**src/hw/rtl/sha_pkg.sv**
```systemverilog
// types, constants and round constant table for the sha-256 engine
// no dependencies
package sha_pkg;

    localparam logic [31:0] SHA_IV [0:7] = '{
        32'h6a09e667, 32'hbb67ae85, 32'h3c6ef372, 32'ha54ff53a,
        32'h510e527f, 32'h9b05688c, 32'h1f83d9ab, 32'h5be0cd19
    };

    localparam logic [31:0] PAD_MARK   = 32'h8000_0000;
    localparam logic [5:0]  LAST_ROUND = 6'd63;

    typedef enum logic [1:0] {
        CORE_IDLE,
        CORE_ROUND,
        CORE_FFWD
    } t_core_state;

    typedef enum logic [2:0] {
        SEQ_IDLE,
        SEQ_BLOCK,
        SEQ_PAD,
        SEQ_PAD_WAIT,
        SEQ_OUT
    } t_seq_state;

    typedef struct packed {
        logic        push;
        logic        start;
        logic        shift_out;
        logic        init;
        logic [31:0] word;
    } t_core_cmd;

    typedef struct packed {
        logic        busy;
        logic [31:0] head_word;
    } t_core_stat;

    function automatic logic [31:0] round_const(input logic [5:0] idx);
        logic [31:0] k;
        unique case (idx)
            6'd0:  k = 32'h428A2F98;  6'd1:  k = 32'h71374491;
            6'd2:  k = 32'hB5C0FBCF;  6'd3:  k = 32'hE9B5DBA5;
            6'd4:  k = 32'h3956C25B;  6'd5:  k = 32'h59F111F1;
            6'd6:  k = 32'h923F82A4;  6'd7:  k = 32'hAB1C5ED5;
            6'd8:  k = 32'hD807AA98;  6'd9:  k = 32'h12835B01;
            6'd10: k = 32'h243185BE;  6'd11: k = 32'h550C7DC3;
            6'd12: k = 32'h72BE5D74;  6'd13: k = 32'h80DEB1FE;
            6'd14: k = 32'h9BDC06A7;  6'd15: k = 32'hC19BF174;
            6'd16: k = 32'hE49B69C1;  6'd17: k = 32'hEFBE4786;
            6'd18: k = 32'h0FC19DC6;  6'd19: k = 32'h240CA1CC;
            6'd20: k = 32'h2DE92C6F;  6'd21: k = 32'h4A7484AA;
            6'd22: k = 32'h5CB0A9DC;  6'd23: k = 32'h76F988DA;
            6'd24: k = 32'h983E5152;  6'd25: k = 32'hA831C66D;
            6'd26: k = 32'hB00327C8;  6'd27: k = 32'hBF597FC7;
            6'd28: k = 32'hC6E00BF3;  6'd29: k = 32'hD5A79147;
            6'd30: k = 32'h06CA6351;  6'd31: k = 32'h14292967;
            6'd32: k = 32'h27B70A85;  6'd33: k = 32'h2E1B2138;
            6'd34: k = 32'h4D2C6DFC;  6'd35: k = 32'h53380D13;
            6'd36: k = 32'h650A7354;  6'd37: k = 32'h766A0ABB;
            6'd38: k = 32'h81C2C92E;  6'd39: k = 32'h92722C85;
            6'd40: k = 32'hA2BFE8A1;  6'd41: k = 32'hA81A664B;
            6'd42: k = 32'hC24B8B70;  6'd43: k = 32'hC76C51A3;
            6'd44: k = 32'hD192E819;  6'd45: k = 32'hD6990624;
            6'd46: k = 32'hF40E3585;  6'd47: k = 32'h106AA070;
            6'd48: k = 32'h19A4C116;  6'd49: k = 32'h1E376C08;
            6'd50: k = 32'h2748774C;  6'd51: k = 32'h34B0BCB5;
            6'd52: k = 32'h391C0CB3;  6'd53: k = 32'h4ED8AA4A;
            6'd54: k = 32'h5B9CCA4F;  6'd55: k = 32'h682E6FF3;
            6'd56: k = 32'h748F82EE;  6'd57: k = 32'h78A5636F;
            6'd58: k = 32'h84C87814;  6'd59: k = 32'h8CC70208;
            6'd60: k = 32'h90BEFFFA;  6'd61: k = 32'hA4506CEB;
            6'd62: k = 32'hBEF9A3F7;  6'd63: k = 32'hC67178F2;
        endcase
        return k;
    endfunction

endpackage

```
**src/hw/rtl/sha_if.sv**
```systemverilog
// valid/ready channel interfaces for message words and digest words
// no dependencies
interface sha_in_if;
    logic        valid;
    logic        ready;
    logic [31:0] data_word;
    logic [2:0]  byte_count;
    logic        last_word;

    modport source (output valid, data_word, byte_count, last_word, input ready);
    modport sink   (input valid, data_word, byte_count, last_word, output ready);
endinterface

interface sha_out_if;
    logic        valid;
    logic        ready;
    logic [31:0] digest_word;
    logic [2:0]  word_index;
    logic        digest_last;

    modport source (output valid, digest_word, word_index, digest_last, input ready);
    modport sink   (input valid, digest_word, word_index, digest_last, output ready);
endinterface

```
**src/hw/rtl/sha_core.sv**
```systemverilog
// sha-256 compression engine: schedule window, working variables, chaining values
// depends on sha_pkg
module sha_core (
    input  logic                i_clk,
    input  logic                i_rst_n,
    input  sha_pkg::t_core_cmd  i_cmd,
    output sha_pkg::t_core_stat o_stat
);

    function automatic logic [31:0] rotr(input logic [31:0] x, input int unsigned n);
        return (x >> n) | (x << (32 - n));
    endfunction

    sha_pkg::t_core_state r_state, n_state;
    logic [5:0]  r_round, n_round;
    logic [31:0] r_chain [0:7];
    logic [31:0] r_var   [0:7];
    logic [31:0] r_win   [0:15];

    logic [31:0] s0, s1, sched_w, sig0, sig1, ch, maj, t1, t2, n_a, n_e;

    // one round per cycle; window slides so taps stay fixed
    always_comb begin
        s0      = rotr(r_win[1], 7) ^ rotr(r_win[1], 18) ^ (r_win[1] >> 3);
        s1      = rotr(r_win[14], 17) ^ rotr(r_win[14], 19) ^ (r_win[14] >> 10);
        sched_w = r_win[0] + s0 + r_win[9] + s1;
        sig1    = rotr(r_var[4], 6) ^ rotr(r_var[4], 11) ^ rotr(r_var[4], 25);
        ch      = (r_var[4] & r_var[5]) ^ (~r_var[4] & r_var[6]);
        t1      = r_var[7] + sig1 + ch + sha_pkg::round_const(r_round) + r_win[0];
        sig0    = rotr(r_var[0], 2) ^ rotr(r_var[0], 13) ^ rotr(r_var[0], 22);
        maj     = (r_var[0] & r_var[1]) ^ (r_var[0] & r_var[2]) ^ (r_var[1] & r_var[2]);
        t2      = sig0 + maj;
        n_a     = t1 + t2;
        n_e     = r_var[3] + t1;
    end

    always_comb begin
        n_state = r_state;
        unique case (r_state)
            sha_pkg::CORE_IDLE: begin
                if (i_cmd.start) begin
                    n_state = sha_pkg::CORE_ROUND;
                end
            end
            sha_pkg::CORE_ROUND: begin
                if (r_round == sha_pkg::LAST_ROUND) begin
                    n_state = sha_pkg::CORE_FFWD;
                end
            end
            sha_pkg::CORE_FFWD: n_state = sha_pkg::CORE_IDLE;
            default:            n_state = sha_pkg::CORE_IDLE;
        endcase
    end

    always_comb begin
        n_round          = '0;
        o_stat.busy      = 1'b1;
        o_stat.head_word = r_chain[0];
        unique case (r_state)
            sha_pkg::CORE_IDLE:  o_stat.busy = 1'b0;
            sha_pkg::CORE_ROUND: n_round = r_round + 6'd1;
            sha_pkg::CORE_FFWD:  n_round = '0;
            default:             o_stat.busy = 1'b0;
        endcase
    end

    always_ff @(posedge i_clk) begin
        if (!i_rst_n) begin
            r_state <= sha_pkg::CORE_IDLE;
            r_round <= '0;
            for (int i = 0; i < 8; i++) r_chain[i] <= sha_pkg::SHA_IV[i];
        end else begin
            r_state <= n_state;
            r_round <= n_round;
            if (r_state == sha_pkg::CORE_FFWD) begin
                for (int i = 0; i < 8; i++) r_chain[i] <= r_chain[i] + r_var[i];
            end else if (i_cmd.init) begin
                for (int i = 0; i < 8; i++) r_chain[i] <= sha_pkg::SHA_IV[i];
            end else if (i_cmd.shift_out) begin
                for (int i = 0; i < 7; i++) r_chain[i] <= r_chain[i + 1];
                r_chain[7] <= r_chain[0];
            end
        end
    end

    // schedule window and working variables carry no reset
    always_ff @(posedge i_clk) begin
        if (i_cmd.push) begin
            for (int i = 0; i < 15; i++) r_win[i] <= r_win[i + 1];
            r_win[15] <= i_cmd.word;
        end else if (r_state == sha_pkg::CORE_ROUND) begin
            for (int i = 0; i < 15; i++) r_win[i] <= r_win[i + 1];
            r_win[15] <= sched_w;
        end
    end

    always_ff @(posedge i_clk) begin
        if (i_cmd.start) begin
            for (int i = 0; i < 8; i++) r_var[i] <= r_chain[i];
        end else if (r_state == sha_pkg::CORE_ROUND) begin
            r_var[7] <= r_var[6];
            r_var[6] <= r_var[5];
            r_var[5] <= r_var[4];
            r_var[4] <= n_e;
            r_var[3] <= r_var[2];
            r_var[2] <= r_var[1];
            r_var[1] <= r_var[0];
            r_var[0] <= n_a;
        end
    end

endmodule

```
**src/hw/rtl/sha256_digest.sv**
```systemverilog
// sha-256 digest top level: message sequencer, padding, length and digest output
// depends on sha_pkg, sha_if and sha_core
//
// Message words arrive on i_msg as big-endian 32-bit beats; last_word marks the
// final beat and byte_count (0 to 4, larger values count as 4) gives its valid
// bytes from the top, the rest being ignored. Eight digest beats follow on
// o_digest, most significant word first, word_index 0..7, digest_last on the
// eighth; the engine then goes back to the initial hash values. Timing: words
// are taken one per cycle while a 64-byte block fills; the sixteenth word
// starts the shared round unit, which runs 64 rounds at one per cycle and then
// a feed-forward step, with i_msg.ready low until it is done. After the last
// word the sequencer pushes one padding or length word per cycle, pausing
// while a block compresses; one or two more compressions run, and the digest
// beats follow at one per cycle as the sink takes them. The message bit count
// wraps modulo 2^64.
module sha256_digest (
    input  logic     i_clk,
    input  logic     i_rst_n,
    sha_in_if.sink   i_msg,
    sha_out_if.source o_digest
);

    localparam logic [2:0] FULL_BYTES   = 3'd4;
    localparam logic [3:0] LEN_HI_SLOT  = 4'd14;
    localparam logic [3:0] BLOCK_END    = 4'd15;
    localparam logic [2:0] LAST_INDEX   = 3'd7;

    // pad the final partial word: keep valid bytes, put the marker byte after them and zero the rest
    function automatic logic [31:0] pad_last(input logic [31:0] d, input logic [2:0] cnt);
        logic [31:0] w;
        case (cnt)
            3'd0:    w = sha_pkg::PAD_MARK;
            3'd1:    w = {d[31:24], 24'h80_0000};
            3'd2:    w = {d[31:16], 16'h8000};
            3'd3:    w = {d[31:8], 8'h80};
            default: w = d;
        endcase
        return w;
    endfunction

    sha_pkg::t_seq_state r_state, n_state;
    logic [3:0]  r_count, n_count;     // words held in the current block
    logic [63:0] r_len, n_len;         // message length in bits
    logic        r_mark, n_mark;       // marker word still owed after a full last word
    logic        r_hi_sent, n_hi_sent; // upper length word already pushed
    logic        r_final, n_final;     // last block of the message is compressing
    logic [2:0]  r_idx, n_idx;         // digest word being shown

    sha_pkg::t_core_cmd  core_cmd;
    sha_pkg::t_core_stat core_stat;

    logic        in_beat, out_beat;
    logic [2:0]  bc_sat;
    logic [31:0] pad_word;

    sha_core u_core (
        .i_clk   (i_clk),
        .i_rst_n (i_rst_n),
        .i_cmd   (core_cmd),
        .o_stat  (core_stat)
    );

    // handshakes: input only in idle, output only while showing the digest
    assign i_msg.ready          = (r_state == sha_pkg::SEQ_IDLE);
    assign o_digest.valid       = (r_state == sha_pkg::SEQ_OUT);
    assign o_digest.digest_word = core_stat.head_word;
    assign o_digest.word_index  = r_idx;
    assign o_digest.digest_last = (r_idx == LAST_INDEX);

    assign in_beat  = i_msg.valid & i_msg.ready;
    assign out_beat = o_digest.valid & o_digest.ready;
    assign bc_sat   = (i_msg.byte_count > FULL_BYTES) ? FULL_BYTES : i_msg.byte_count;

    // padding stream: marker, zeros up to slot 14, then length high and low
    always_comb begin
        if (r_mark) begin
            pad_word = sha_pkg::PAD_MARK;
        end else if (r_hi_sent) begin
            pad_word = r_len[31:0];
        end else if (r_count == LEN_HI_SLOT) begin
            pad_word = r_len[63:32];
        end else begin
            pad_word = '0;
        end
    end

    // next state
    always_comb begin
        n_state = r_state;
        unique case (r_state)
            sha_pkg::SEQ_IDLE: begin
                if (in_beat) begin
                    if (r_count == BLOCK_END) begin
                        n_state = i_msg.last_word ? sha_pkg::SEQ_PAD_WAIT : sha_pkg::SEQ_BLOCK;
                    end else if (i_msg.last_word) begin
                        n_state = sha_pkg::SEQ_PAD;
                    end
                end
            end
            sha_pkg::SEQ_BLOCK: begin
                if (!core_stat.busy) begin
                    n_state = sha_pkg::SEQ_IDLE;
                end
            end
            sha_pkg::SEQ_PAD: begin
                if (r_count == BLOCK_END) begin
                    n_state = sha_pkg::SEQ_PAD_WAIT;
                end
            end
            sha_pkg::SEQ_PAD_WAIT: begin
                if (!core_stat.busy) begin
                    n_state = r_final ? sha_pkg::SEQ_OUT : sha_pkg::SEQ_PAD;
                end
            end
            sha_pkg::SEQ_OUT: begin
                if (out_beat && (r_idx == LAST_INDEX)) begin
                    n_state = sha_pkg::SEQ_IDLE;
                end
            end
            default: n_state = sha_pkg::SEQ_IDLE;
        endcase
    end

    // core commands and sequencer registers
    always_comb begin
        core_cmd  = '0;
        n_count   = r_count;
        n_len     = r_len;
        n_mark    = r_mark;
        n_hi_sent = r_hi_sent;
        n_final   = r_final;
        n_idx     = r_idx;
        unique case (r_state)
            sha_pkg::SEQ_IDLE: begin
                if (in_beat) begin
                    core_cmd.push  = 1'b1;
                    core_cmd.start = (r_count == BLOCK_END);
                    n_count        = r_count + 4'd1;
                    if (!i_msg.last_word) begin
                        core_cmd.word = i_msg.data_word;
                        n_len         = r_len + 64'd32;
                    end else begin
                        n_len     = r_len + {58'd0, bc_sat, 3'd0};
                        n_mark    = (bc_sat == FULL_BYTES);
                        n_hi_sent = 1'b0;
                        n_final   = 1'b0;
                        // a full last word goes in as is, the marker follows
                        core_cmd.word = (bc_sat == FULL_BYTES) ? i_msg.data_word
                                                               : pad_last(i_msg.data_word, bc_sat);
                    end
                end
            end
            sha_pkg::SEQ_PAD: begin
                core_cmd.push  = 1'b1;
                core_cmd.start = (r_count == BLOCK_END);
                core_cmd.word  = pad_word;
                n_count        = r_count + 4'd1;
                if (r_mark) begin
                    n_mark = 1'b0;
                end else if (r_hi_sent) begin
                    n_hi_sent = 1'b0;
                    n_final   = 1'b1;
                end else if (r_count == LEN_HI_SLOT) begin
                    n_hi_sent = 1'b1;
                end
            end
            sha_pkg::SEQ_OUT: begin
                if (out_beat) begin
                    core_cmd.shift_out = 1'b1;
                    n_idx              = r_idx + 3'd1;
                    if (r_idx == LAST_INDEX) begin
                        core_cmd.init = 1'b1;
                        n_len         = '0;
                        n_final       = 1'b0;
                    end
                end
            end
            default: begin
                core_cmd = '0;
            end
        endcase
    end

    always_ff @(posedge i_clk) begin
        if (!i_rst_n) begin
            r_state   <= sha_pkg::SEQ_IDLE;
            r_count   <= '0;
            r_len     <= '0;
            r_mark    <= 1'b0;
            r_hi_sent <= 1'b0;
            r_final   <= 1'b0;
            r_idx     <= '0;
        end else begin
            r_state   <= n_state;
            r_count   <= n_count;
            r_len     <= n_len;
            r_mark    <= n_mark;
            r_hi_sent <= n_hi_sent;
            r_final   <= n_final;
            r_idx     <= n_idx;
        end
    end

endmodule

```
**src/flat_wrapper.sv**
```systemverilog
// flat-port wrapper written by rule: the top's interface ports become plain ports
module sha256_digest_flat 
  (i_clk, i_rst_n, i_msg_valid, i_msg_data_word, i_msg_byte_count, i_msg_last_word, i_msg_ready, o_digest_valid, o_digest_digest_word, o_digest_word_index, o_digest_digest_last, o_digest_ready);
  sha_in_if i_msg_i ();
  sha_out_if o_digest_i ();
  input  logic i_clk;
  input  logic i_rst_n;
  input wire logic [$bits(i_msg_i.valid)-1:0] i_msg_valid;
  input wire logic [$bits(i_msg_i.data_word)-1:0] i_msg_data_word;
  input wire logic [$bits(i_msg_i.byte_count)-1:0] i_msg_byte_count;
  input wire logic [$bits(i_msg_i.last_word)-1:0] i_msg_last_word;
  output wire logic [$bits(i_msg_i.ready)-1:0] i_msg_ready;
  output wire logic [$bits(o_digest_i.valid)-1:0] o_digest_valid;
  output wire logic [$bits(o_digest_i.digest_word)-1:0] o_digest_digest_word;
  output wire logic [$bits(o_digest_i.word_index)-1:0] o_digest_word_index;
  output wire logic [$bits(o_digest_i.digest_last)-1:0] o_digest_digest_last;
  input wire logic [$bits(o_digest_i.ready)-1:0] o_digest_ready;
  assign i_msg_i.valid = i_msg_valid;
  assign i_msg_i.data_word = i_msg_data_word;
  assign i_msg_i.byte_count = i_msg_byte_count;
  assign i_msg_i.last_word = i_msg_last_word;
  assign i_msg_ready = i_msg_i.ready;
  assign o_digest_valid = o_digest_i.valid;
  assign o_digest_digest_word = o_digest_i.digest_word;
  assign o_digest_word_index = o_digest_i.word_index;
  assign o_digest_digest_last = o_digest_i.digest_last;
  assign o_digest_i.ready = o_digest_ready;
  sha256_digest u_core (.i_clk(i_clk), .i_rst_n(i_rst_n), .i_msg(i_msg_i), .o_digest(o_digest_i));
endmodule
```
**config.mk**
```make
export PLATFORM = sky130hd
export DESIGN_NAME = sha256_digest_flat
export DESIGN_NICKNAME = d
export VERILOG_FILES = /design/src/hw/rtl/sha_pkg.sv /design/src/hw/rtl/sha_if.sv /design/src/hw/rtl/sha_core.sv /design/src/hw/rtl/sha256_digest.sv /design/src/flat_wrapper.sv
export SDC_FILE = /design/constraint.sdc
export NUM_CORES = 2
export LEC_CHECK = 0
export ABC_CLOCK_PERIOD_IN_PS = 32200
export BUFFER_PORTS_ARGS = -buffer_cell sky130_fd_sc_hd__buf_2
export CAP_MARGIN = 40
export CORE_AREA = 10 10 337 339
export CTS_BUF_LIST = sky130_fd_sc_hd__clkbuf_4 sky130_fd_sc_hd__clkbuf_8
export CTS_CLUSTER_DIAMETER = 60
export CTS_CLUSTER_SIZE = 40
export DETAILED_ROUTE_END_ITERATION = 10
export DIE_AREA = 0 0 347 349
export PLACE_DENSITY = 0.83
export RECOVER_POWER = 100
export SYNTH_ARGS = -nofsm -noshare
export SYNTH_HDL_FRONTEND = slang
export SYNTH_SLANG_ARGS = --single-unit
export TNS_END_PERCENT = 50
```
**constraint.sdc**
```tcl
create_clock -name i_clk -period 32.2 [get_ports i_clk]
set_input_delay 3.22 -clock i_clk [delete_from_list [all_inputs] [get_ports i_clk]]
set_output_delay 3.22 -clock i_clk [all_outputs]
set_load 0.005 [all_outputs]
```
==> summary.md <==
| Metric | Value |
|---|---|
| Reg2Reg Depth | 9 |
| Synth Area in Simple Gates | 8.63% |
| Finished Cell Area | 0.0730 mm^2 |
| IO Count | 78 |
| Critical Path RT | 32.55 ns |
| Clock power share | 18.6% |
| Fmax | 68.6 MHz |
| Synth Area per Inst | 11.1 um^2 |
| WHS Endpoint | u_core.u_core.r_win[0][75] |
| Unique cell type count in the Yosys netlist | 90 |
| Post-Place Cells | 7438 |
| Status | finished with violations |
| Post-Synth XOR/XNOR Area | 7.99% |
| Hold Vio Cnt, Final | 0 |
| Die Area | 0.121 mm^2 |
| Psw | 2.40 mW |
| Overall Global Routing Usage | 36.3% |
| Post-detail-place hpwl | 169000 um |
| Crit end category | flip-flop |
| CP Class | in2reg |
| Met3 WL | 19900 um |
| Largest net degree at the start of global routing | 193 |
| Final period util | 45.3% |
| Comb power frac | 46.0% |
| Clock root buffer | clkbuf_8 |
| Post-cts resize count | 0 |
| Reg-to-reg startpoint | u_core.r_state[2] |
| Commonest non-fill, non-tap cells in the layout | 992 x edfxtp_1, 498 x a21oi_1, 413 x xnor2_1 |
| Wire per inst | 29.4 um |
| Worst hold start | u_core.u_core.r_win[0][107] |
| Vias | 51400 |
| Height of the die | 349 um |
| Largest area contributor in the netlist | edfxtp_1 |
| Final Skew | 0.0857 ns |
| Die width | 347 um |
| Syn_nets | 6818 |
| Slew headroom | -541% |
| TritonCTS Sinks | 1138 |
| Flop pwr share | 35.4% |
| Longest Clk Path Bufs | 3 |
| Post-Route WL | 224000 um |
| Slew Viols, Final | 1807 |
| Critical Path AT | 14.93 ns |
| RSZ-0062 raised after global routing | no |
| Vias/cell | 6.73 |
| Placed cell areas | 0.0706 mm^2 |
| Sw Share | 41.7% |
| First-pass GRT wire length | 328000 um |
| Synth Area in Adders | 13.3% |
| Non-Filler Instances | 7640 |
| Area of the multi-input gates | 0.0339 mm^2 |
| Period minus WS final | 14.58 ns |
| Synth-to-Final Area Change | 5.89% |
| Final setup viols | 0 |
| Flops & latches, synth | 1138 |
| CTS tree | done |
| Worst min path class | reg2reg |
| Fraction of registers with async set/reset | 0% |
| Worst setup margin | 17.62 ns |
| Largest family of logic cells by synthesized area | compound AO/OA/AOI/OAI gates |
| DRT antenna net count | 0 |
| Max-cap violations | 31 |
| Worst Hold Depth | 0 |
| Dominant cells by area after synthesis | edfxtp_1 43%, ha_1 7.3%, fa_1 5.7% |
| Leading cell type in the layout, fill and taps excluded | edfxtp_1 |
| Post-synth EDFFs | 992 |
| DRC marker count from the first detailed-route iteration | 6561 |
| # H-tree levels | 3 |
| Skew-Pair Late Insertion Delay | 0.85 ns |
| DR DRC count | 0 |
| DR top layer | met5 |
| Post-Synthesis Cells | 6182 |
| Hold slack | 0.409 ns |
| Share of the synthesized area in the top cell type | 43.2% |
| Crit path launch type | primary input |
| Synth Flop Type | edfxtp_1 |
| IO buf count | 77 |
| FP Rows | 120 |
| Sum Neg Setup Slack | 0 ns |
| Complex-gate fraction of the synthesized area | 15.5% |
| First drt pass iteration count | 6 |
| GPL Wtd Cong | 1.01 |
| Clk pin slew, worst setup/hold paths | 0.14 ns |
| Yosys Warn Count | 0 |
| Cts hold-fix bufs | 0 |
| Seq/Total Area, Yosys | 47.5% |
| Mux share of post-synthesis cell area | 3.83% |
| WL met2 | 105000 um |
| Reg area | 0.0327 mm^2 |
| Inserted Clock Buffers | 102 |
| Fill cell count | 7947 |
| RR Endpoint | u_core.u_core.r_win[1][47] |
| Maximum fanout along the worst path | 73 |
| Post-place setup slack | 23.65 ns |
| Metal1 wirelength | 80600 um |
| Core area | 0.107 mm^2 |
| Layout cells sized above 1 | 8.22% |
| Antenna violations before repair | 6 |
| Internal power | 3.36 mW |
| Mapped Area | 0.0689 mm^2 |
| Final Util | 68.5% |
| GRT overflow | 0 |
| Failing checks | max-capacitance violations, max-slew violations |
| Pwr Total | 5.76 mW |
| Worst IR Drop VDD | 0.129 mV |
| Postcts setup bufs | 0 |
| R2r setup slk | 19.56 ns |
| Initial Utilization | 64.7% |
| NumNets Final | 6776 |
| Worst-Margin Slew | 9.62 ns |
| Number of global-route vias before repair | 49800 |
| P_leak | 27.1 nW |
| Power per cell area | 79.0 mW/mm^2 |
[cells in the mapped netlist, types with 11 or more instances]
library cell,instances
a221o_1,21
a211oi_1,70
xor2_1,216
clkbuf_1,253
nand4_1,32
ha_1,400
o21bai_1,55
a21o_1,192
edfxtp_1,992
a22o_1,21
a22oi_1,24
and3_1,51
o22a_1,14
o311ai_0,16
maj3_1,22
a31oi_1,42
o21ai_1,101
fa_1,196
a2111oi_0,14
o21a_1,48
and2_1,21
buf_1,14
inv_1,275
nand2b_1,64
o31ai_1,36
and4_1,12
nor2_1,400
o211ai_1,33
nor3_1,92
o22ai_1,26
or3_1,34
nand2_1,403
a21oi_1,498
a211o_1,12
nand3_1,100
buf_4,32
nor2b_1,39
o21ai_0,322
or4_1,11
xnor2_1,413
mux2_2,220
dfxtp_1,146
a221oi_1,16
mux2i_1,12
[sequential cells by signal, summed over array words and instances (netlist names), 2 cells and up, named ones only]
name                        flops
u_core.o_digest.word_index      3
u_core.u_core.r_chain         256
u_core.r_count                  4
u_core.r_len                   61
u_core.u_core.r_state           2
u_core.u_core.r_var           256
u_core.u_core.r_win           512
u_core.r_state                  3
u_core.u_core.r_round           6
[worst max path at each step]
stage	slack, ns	from	depth (start not counted)	endpoint
2_1_floorplan	15.74	i_msg_valid	4	u_core.u_core.r_win[0][0]
3_3_place_gp	23.70	u_core.u_core.r_var[0][141]	30	u_core.u_core.r_var[0][31]
3_5_place_dp	23.65	u_core.u_core.r_var[0][141]	29	u_core.u_core.r_var[0][30]
4_1_cts	23.61	u_core.u_core.r_var[0][155]	29	u_core.u_core.r_var[0][30]
5_1_grt	16.27	i_msg_valid	9	u_core.u_core.r_win[0][100]
6_report	17.62	i_msg_valid	9	u_core.u_core.r_win[1][47]
[power groups by stage]
stage	registers, mW	clock network, mW	logic (mW)
3_5_place_dp	2.05	0	2.59
2_1_floorplan	2.03	0	1.86
3_3_place_gp	2.04	0	2.55
6_report	2.04	1.07	2.65
4_1_cts	2.02	1.08	2.63
5_1_grt	2.05	1.13	2.89
[area by class of cell]
| type | instances | share of cell area, % |
|---|---|---|
| inverter | 280 | 1.44 |
| clock buffer | 106 | 1.97 |
| sequential | 1138 | 44.8 |
| clock inverter | 88 | 1.79 |
| timing repair buffer | 154 | 1.04 |
| tap | 1403 | 2.41 |
| antenna | 7 | 0.0240 |
| multi-input combinational | 4464 | 46.5 |
[routing by layer]
metal	vias up	global-route usage [%]
met3	788	5.91
met5	-	0
li1	22600	-
met2	3124	59.8
met4	4	24.6
met1	24900	43.8
[cells by family (layout without fill, tap and decap cells)]
group | after synthesis | in the layout
AOI/OAI and AO/OA | 1685 | 1685
xor gates and xnor gates | 629 | 629
adders and majority gates | 618 | 618
buffers and inverters | 580 | 628
DFF | 1138 | 1138
muxes | 234 | 234
other | 0 | 7
and+or+nand+nor | 1298 | 1298
[worst max-delay path, stage by stage]
cell and delay [ns]:
clkbuf_1 0.29, o21ai_0 0.12, clkbuf_1 0.65, nand2b_1 1.18, clkbuf_1 0.70, clkbuf_1 2.61
clkbuf_1 0.88, clkbuf_1 2.53, clkbuf_1 2.59
(Power assumes the default switching activity.)
